[src/sv/sv39w_ram.sv]
// ----------------------------------------------------------------------------
// sv39w_ram
// Generic simple dual-port RAM, one write port and one registered read port.
// ----------------------------------------------------------------------------
module sv39w_ram #(
    parameter int DATA_W = 8,
    parameter int DEPTH  = 16,
    parameter int ADDR_W = (DEPTH > 1) ? $clog2(DEPTH) : 1
) (
    input  logic              aclk,
    input  logic              wr_en,
    input  logic [ADDR_W-1:0] wr_addr,
    input  logic [DATA_W-1:0] wr_data,
    input  logic              rd_en,
    input  logic [ADDR_W-1:0] rd_addr,
    output logic [DATA_W-1:0] rd_data
);

    logic [DATA_W-1:0] mem [DEPTH];
    logic [DATA_W-1:0] rd_data_reg;

    always_ff @(posedge aclk) begin
        if (wr_en) begin
            mem[wr_addr] <= wr_data;
        end
        if (rd_en) begin
            rd_data_reg <= mem[rd_addr];
        end
    end

    assign rd_data = rd_data_reg;

endmodule

[config.mk]
export PLATFORM = sky130hd
export DESIGN_NAME = sv39w_ram
export DESIGN_NICKNAME = d
export VERILOG_FILES = /design/src/sv/sv39w_ram.sv
export SDC_FILE = /design/constraint.sdc
export NUM_CORES = 1
export LEC_CHECK = 0
export BUFFER_PORTS_ARGS = -buffer_cell sky130_fd_sc_hd__buf_2
export CAP_MARGIN = 20
export CORE_MARGIN = 1.5
export CORE_UTILIZATION = 50
export CTS_BUF_LIST = sky130_fd_sc_hd__clkbuf_16
export CTS_CLUSTER_DIAMETER = 150
export CTS_CLUSTER_SIZE = 16
export DETAILED_ROUTE_END_ITERATION = 10
export PLACE_DENSITY = 0.7
export SYNTH_ARGS = -nofsm -noshare
export SYNTH_HDL_FRONTEND = slang
export SYNTH_SLANG_ARGS = --single-unit
[constraint.sdc]
create_clock -name aclk -period 2.15 [get_ports aclk]
set_clock_uncertainty 0.2 [all_clocks]
set_input_delay 0.43 -clock aclk [delete_from_list [all_inputs] [get_ports aclk]]
set_output_delay 0.43 -clock aclk [all_outputs]
set_load 0.02 [all_outputs]
==> metrics.md <==
| Metric | Value |
|---|---|
| Total power | `6.17 mW` |
| Pleak | `2.15 nW` |
| Layout cells sized above 1 | `33.9%` |
| Met2 routed WL | `5.03 mm` |
| Max Used Layer | `met4` |
| Cts hold-fix bufs | `0` |
| Final Critical Period | `1.82 ns` |
| # IOs | `27` |
| Gr ovfl total | `0` |
| Layout Nets | `310` |
| Vias/cell | `5.74` |
| Final RePlAce weighted congestion | `0.761` |
| Post-synth top cells | `edfxtp_1 (136), mux4_2 (18), a22oi_1 (16)` |
| Post-CTS Setup Inserts | `0` |
| First-pass GRT wire length | `15.0 mm` |
| Crit path launch type | `input pin` |
| Die H | `105 um` |
| Total nets after synthesis | `248` |
| Outcome | `finished clean` |
| Worst Path Required | `2.08 ns` |
| Total CTS buffers | `17` |
| Met3 wire len | `739 um` |
| CP max stage cell | `mux4_2` |
| Clk pin slew, worst setup/hold paths | `0.06 ns` |
| Top cell type's share of synthesized area | `78.1%` |
| Mapped Avg Cell Area | `22.8 um^2` |
| Max reg flops | `128` |
| Hpwl dp | `6.24 mm` |
| Total die area | `11100 um^2` |
| Fillers | `685` |
| CTS sink cnt | `136` |
| Vias | `2525` |
| Fin crit share | `84.8%` |
| Ys async rst share | `0%` |
| Final WS setup | `0.326 ns` |
| 1st-iter DRT viols | `230` |
| NetSw | `1.23 mW` |
| First-pass DRT Iterations | `4` |
| Crit-path max cell delay | `0.54 ns` |
| Gr usage total | `19.4%` |
| CTS max path bufs | `2` |
| Routed WL | `9.59 mm` |
| MaxCap Viol Count | `0` |
| Worst Path Buf+Inv | `2` |
| Vias in the first global route | `2694` |
| Count leader, synth | `edfxtp_1` |
| Yosys top cell by area | `edfxtp_1` |
| Worst-Skew Late Latency | `0.41 ns` |
| Synth Flop Type | `edfxtp_1` |
| #FFs+latches synth | `136` |
| Combinational share of power | `4.8%` |
| Synth unique cells | `18` |
| Setup CP Type | `in2reg` |
| Power share of the clock group | `46.5%` |
| Drt drc | `0` |
| EDFF count, synth | `136` |
| Peak supply drop | `0.545 mV` |
| Initial antenna violation count | `0` |
| Largest net degree at the start of global routing | `18` |
| Post-DRT Antenna Nets | `0` |
| Initial Util | `51.1%` |
| Final hold viol count | `0` |
| WL/cell | `21.8 um` |
| Hold crit path type | `in2reg` |
| H-tree Lvls | `4` |
| Synth top area cells | `edfxtp_1 (78%), mux4_2 (7.8%), mux4_1 (7.0%)` |
| Worst-margin pin slew | `0.378 ns` |
| Critical path fanouts, max | `11` |
| Critical path arrival | `1.75 ns` |
| Mapped Cells | `229` |
| Layout area overhead | `19.9%` |
| Power Internal | `4.94 mW` |
| Register share of total power | `48.7%` |
| Yosys warns | `0` |
| # diodes | `0` |
| Core Area | `10200 um^2` |
| Top cell family by delay on the critical path | `multiplexers` |
| Net Sw Frac | `19.9%` |
| Hold WS | `0.203 ns` |
| CTS root buf | `clkbuf_16` |
| Power Density | `984 nW/um^2` |
| Wl on met1 | `3.68 mm` |
| CTS tree | `yes` |
| Post_cts resized | `0` |
| Final setup fails | `0` |
| Cell breakdown of the critical path | `buf_2 > buf_4 > mux4_2 > a22oi_1 > nand2_1` |
| Post-Syn Area | `5230 um^2` |
| Die width | `105 um` |
| Final Max Slew Viols | `0` |
| IO Port Bufs | `26` |
| Core Rows | `37` |
| Pre-CTS setup slack | `-0.0621 ns` |
| Crit. End Element | `flop` |
| Achievable Freq | `0.548 GHz` |
| Sequential cell area fraction in the yosys report | `78.1%` |
| Slew HR | `74.8%` |
| Unrepaired setup endpoints after global routing | `no` |
-- layout make-up --
cell class	count	area [um^2]	share of cell area, %
sequential	136	4080	65.1
multi-input combinational	83	1060	16.9
clock buffer	17	425	6.79
timing repair buffer	53	358	5.71
clock inverter	15	175	2.79
tap	136	170	2.71
-- cells in the final DEF (no fill, tap or decap), drive strengths merged --
| master | instances |
|---|---|
| nor2 | 13 |
| mux4 | 32 |
| buf | 53 |
| clkbuf | 17 |
| clkinv | 5 |
| nand3 | 1 |
| nand3b | 2 |
| nand2b | 2 |
| inv | 4 |
| and2 | 1 |
| a22oi | 16 |
| or3b | 1 |
| and2b | 1 |
| edfxtp | 136 |
| nor3 | 4 |
| bufinv | 3 |
| nor2b | 1 |
| nand2 | 9 |
| clkinvlp | 3 |
-- metrics by stage --
step | area (um^2) | setup TNS (ns) | util [%] | instances
finish | 6270 | 0 | 61.3 | 440
floorplan | 5230 | 0 | - | 229
CTS | 6270 | 0 | 61.3 | 440
global route | 6270 | 0 | 61.3 | 440
detailed placement | 5670 | -0.191 | 55.4 | 408
global placement | 5670 | -0.112 | 55.4 | 408
-- metal layers --
metal  vias to the layer above  global-route usage, %
li1                       1107                      -
met1                      1293                   25.0
met2                       114                   31.5
met3                        11                   5.01
met4                         0                   8.12
met5                         -                      0
-- worst paths after layout --
path         startpoint    endpoint  slack [ns]  depth (start not counted)
max          rd_addr[0]  rd_data[0]        0.33                          5
min          wr_data[2]  mem[12][2]        0.20                          1
max reg2reg  mem[11][0]  rd_data[0]        0.41                          3
min reg2reg   mem[8][4]  rd_data[4]        0.54                          3
-- power by group through the flow --
stage / registers [mW] / clock network (mW) / logic, mW
final: 3.00 / 2.87 / 0.294
after detailed placement: 3.06 / 0 / 0.296
after CTS: 3.01 / 2.91 / 0.299
after global routing: 3.01 / 3.02 / 0.319
after floorplan: 3.07 / 0 / 0.151
after global placement: 3.06 / 0 / 0.291
-- kinds of logic (layout without fill, tap and decap cells) --
logic type / count (synthesis) / in the layout / share of synthesized area, %
AND/OR/NAND/NOR: 35 / 35 / 3.14
buffers and inverters: 10 / 85 / 1.65
multiplexers: 32 / 32 / 14.8
AO/OA/AOI/OAI: 16 / 16 / 2.30
flip-flops: 136 / 136 / 78.1
(Power assumes the default switching activity.)
