**config.mk**
```make
export PLATFORM = sky130hd
export DESIGN_NAME = sv39w_win_check
export DESIGN_NICKNAME = d
export VERILOG_FILES = /design/src/sv/sv39w_pkg.sv /design/src/sv/sv39w_win_check.sv
export SDC_FILE = /design/constraint.sdc
export NUM_CORES = 1
export LEC_CHECK = 0
export CORE_MARGIN = 5
export CORE_UTILIZATION = 45
export DETAILED_ROUTE_END_ITERATION = 6
export DONT_BUFFER_PORTS = 1
export PLACE_DENSITY = 0.66
export SLEW_MARGIN = 0
export SYNTH_ARGS = -nofsm -noshare
export SYNTH_HDL_FRONTEND = slang
export SYNTH_SLANG_ARGS = --single-unit
```
**constraint.sdc**
```tcl
create_clock -name vclk -period 4.9
set_input_delay 0.735 -clock vclk [all_inputs]
set_output_delay 0.735 -clock vclk [all_outputs]
set_load 0.005 [all_outputs]
```
**src/sv/sv39w_pkg.sv**
```systemverilog
// ----------------------------------------------------------------------------
// sv39w_pkg
// Shared types, field widths, codes and entry helpers for the Sv39 walker.
// ----------------------------------------------------------------------------
package sv39w_pkg;

    localparam int PPN_W      = 44;
    localparam int VA_W       = 39;
    localparam int PA_W       = 56;
    localparam int ENTRY_W    = 54;
    localparam int WIDX_W     = 12;
    localparam int VPN_W      = 9;
    localparam int CFG_DATA_W = 44;
    localparam int CFG_IDX_W  = 1;
    localparam int ROOT_W     = 3;

    // configuration register indexes
    localparam logic [CFG_IDX_W-1:0] CFG_TABLE_BASE = 1'd0;
    localparam logic [CFG_IDX_W-1:0] CFG_ROOT_SLOT  = 1'd1;

    // opcodes
    localparam logic OP_WRITE     = 1'b0;
    localparam logic OP_TRANSLATE = 1'b1;

    // entry flag bit positions
    localparam int FLAG_V = 0;
    localparam int FLAG_R = 1;
    localparam int FLAG_X = 3;
    localparam int FLAG_U = 4;
    localparam int PPN_LSB = 10;

    typedef logic [ENTRY_W-1:0] entry_t;
    typedef logic [PPN_W-1:0]   ppn_t;
    typedef logic [PA_W-1:0]    paddr_t;

    function automatic ppn_t entry_ppn(input entry_t e);
        return e[ENTRY_W-1:PPN_LSB];
    endfunction

    function automatic logic entry_rwx(input entry_t e);
        return |e[FLAG_X:FLAG_R];
    endfunction

    // final leaf must be valid, user-accessible and carry some permission
    function automatic logic leaf_ok(input entry_t e);
        return e[FLAG_V] & e[FLAG_U] & entry_rwx(e);
    endfunction

endpackage

```
**src/sv/sv39w_win_check.sv**
```systemverilog
// ----------------------------------------------------------------------------
// sv39w_win_check
// Table pointer window check: maps a table PPN to a store page slot.
// ----------------------------------------------------------------------------
module sv39w_win_check
    import sv39w_pkg::*;
#(
    parameter int TABLE_PAGES = 8,
    parameter int SLOT_W      = (TABLE_PAGES > 1) ? $clog2(TABLE_PAGES) : 1
) (
    input  ppn_t              ppn,
    input  ppn_t              base_page,
    output logic              in_window,
    output logic [SLOT_W-1:0] slot
);

    logic [PPN_W:0] diff;

    // borrow out means ppn below base
    assign diff      = {1'b0, ppn} - {1'b0, base_page};
    assign in_window = !diff[PPN_W] && (diff[PPN_W-1:0] < PPN_W'(TABLE_PAGES));
    assign slot      = diff[SLOT_W-1:0];

endmodule

```
==> impl_metrics.json <==
{
  "status": "complete, no violations",
  "seq_area_um2": 0,
  "critPathMaxFanout": 5,
  "core_um2": 6420,
  "place_congestion": 0.935,
  "die_w_um": 91.5,
  "netlist_area_um2": 2990,
  "worstSetupStartpointType": "primary input",
  "tightest_slew_ns": 0.844,
  "drt_wl_total_mm": 8.95,
  "hold_class": "in -> out",
  "path_depth": 13,
  "met1Wirelength_mm": 4.16,
  "rsz0062_at_grt": "false",
  "fin_crit_ns": 4.63,
  "drt-wirelength-per-cell_um": 17.1,
  "dp_hpwl_mm": 7.64,
  "maxSlewHeadroom_pct": 42.9,
  "finalPower_uw": 416,
  "vdd_drop_max_mv": 0.0652,
  "io_buffers": 0,
  "via_count": 3351,
  "p_per_area_nw_per_um2": 138,
  "setup_viol": 0,
  "vias_per_cell": 6.40,
  "ys_types": 63,
  "wl_met2_mm": 4.24,
  "drive_gt1_share_pct": 3.36,
  "ios": 92,
  "synth_area_leader_cell": "ha_1",
  "post-place-ws_ns": 0.352,
  "setup_slack_ns": 0.269,
  "worstSetupPathType": "in -> out",
  "postCtsSetupBuffers": 0,
  "top_layer_used": "met4",
  "cts-resized-gates": 0,
  "p_leak_nw": 1.46,
  "seq_cells": 0,
  "crit_start": "ppn[0]",
  "drc": 0,
  "dr.pass1.iters": 5,
  "fill_cells": 710,
  "critPathRequiredTime_ns": 4.16,
  "avgSynthCellArea_um2": 6.46,
  "design_area_um2": 3030,
  "grt_pass1_vias": 3190,
  "syn_inst": 463,
  "grt_pass1_wl_mm": 14.9,
  "seq_area_frac_synth_pct": 0,
  "ant_nets": 0,
  "row_count": 29,
  "grt_max_degree": 11,
  "die_area_um2": 8370,
  "drt_first_iter_violations": 257,
  "hold_viol": 0,
  "area_delta_synth_final_pct": 1.26,
  "grt_usage_pct": 20.2,
  "drv_slew": 0,
  "fin_crit_sh_pct": 94.5,
  "cpPeakStageDelay_ns": 0.49,
  "fin_util_pct": 47.1,
  "critical-path-top-delay-family": "simple AND/OR/NAND/NOR gates",
  "placed_area_um2": 3030,
  "synthTopCellsByArea": "ha_1, a21oi_1, inv_1",
  "diodes": 0,
  "ys.warnings.count": 0,
  "fmax_mhz": 216,
  "start_util_pct": 46.5,
  "slowest_stage": "or4_1",
  "nClkBuffers": 0,
  "die_h_um": 91.5,
  "wl_met3_um": 461,
  "nets": 582,
  "syn-num-nets": 596,
  "antenna_found_initial": 0,
  "cp.arrival_ns": 3.90,
  "setup_tns_ns": 0,
  "worstPathCellList": "inv_1 > ha_1 > fa_1 > nand2b_1 > a21oi_1 > o32a_1 > mux2i_1 > a211oi_1 > o21ai_0 > or4_1 > nor4_1 > nand4_1 > and4b_1",
  "endpoint": "in_window",
  "critPathBufInv": 1,
  "stdcell_count": 524,
  "cap_violations": 0,
  "netlist.area_leader.share_pct": 18.4,
  "ctsHoldBuffers": 0,
  "endpoint_kind": "output pin",
  "dp.cells": 524,
  "whs_ns": 1.61,
  "grt_overflow": 0
}
## cells by family after synthesis
logic type      synth area share [%]
simple gates                    24.3
xor+xnor                        5.27
fa+ha+maj                       19.1
compound gates                  39.9
mux                             1.76
buf+inv                         9.75
## power breakdown
| group | leakage [nW] | internal [mW] | switching (mW) |
|---|---|---|---|
| combinational | 1.46 | 0.166 | 0.250 |
| clock | 0 | 0 | 0 |
| sequential | 0 | 0 | 0 |
## final cells by class
| cell class | instances | area (um^2) | share of cell area [%] |
|---|---|---|---|
| Multi-Input combinational cell | 388 | 2700 | 89.1 |
| Tap cell | 77 | 96.3 | 3.18 |
| Timing Repair Buffer | 3 | 22.5 | 0.744 |
| Inverter | 56 | 210 | 6.95 |
## metal layers
metal	vias to the layer above	track usage, %
met5	-	0
met1	1537	27.8
met2	129	35.7
li1	1677	-
met4	0	1.38
met3	8	1.65
## cell usage in the layout (no fill, tap or decap), types with 4 or more instances in the layout
cell / instances
a211oi_1: 4
a21o_1: 15
a21oi_1: 46
a31oi_1: 8
and3_1: 9
ha_1: 44
inv_1: 56
nand2_1: 44
nand2b_1: 8
nand3_1: 7
nand4_1: 15
nor2_1: 32
nor3_1: 8
o211ai_1: 7
o21a_1: 13
o21ai_0: 30
o21bai_1: 7
o22ai_1: 5
or3_1: 5
xnor2_1: 11
xor2_1: 7
## how the worst min path moves through the flow
stage | from | endpoint | slack, ns | cells past startpoint
3_5_place_dp | base_page[0] | slot[0] | 1.61 | 2
5_1_grt | base_page[0] | slot[0] | 1.63 | 2
6_report | base_page[0] | slot[0] | 1.61 | 2
3_3_place_gp | base_page[0] | slot[0] | 1.61 | 2
2_1_floorplan | base_page[0] | slot[0] | 1.60 | 2
4_1_cts | base_page[0] | slot[0] | 1.61 | 2
## cells in the mapped netlist (8+ instances only)
cell type,number
inv_1,56
a21oi_1,46
ha_1,44
nand2_1,44
nor2_1,32
o21ai_0,30
clkbuf_1,16
a21o_1,15
nand4_1,15
o21a_1,13
xnor2_1,11
and3_1,9
a31oi_1,8
nand2b_1,8
nor3_1,8
(Power assumes the default switching activity.)
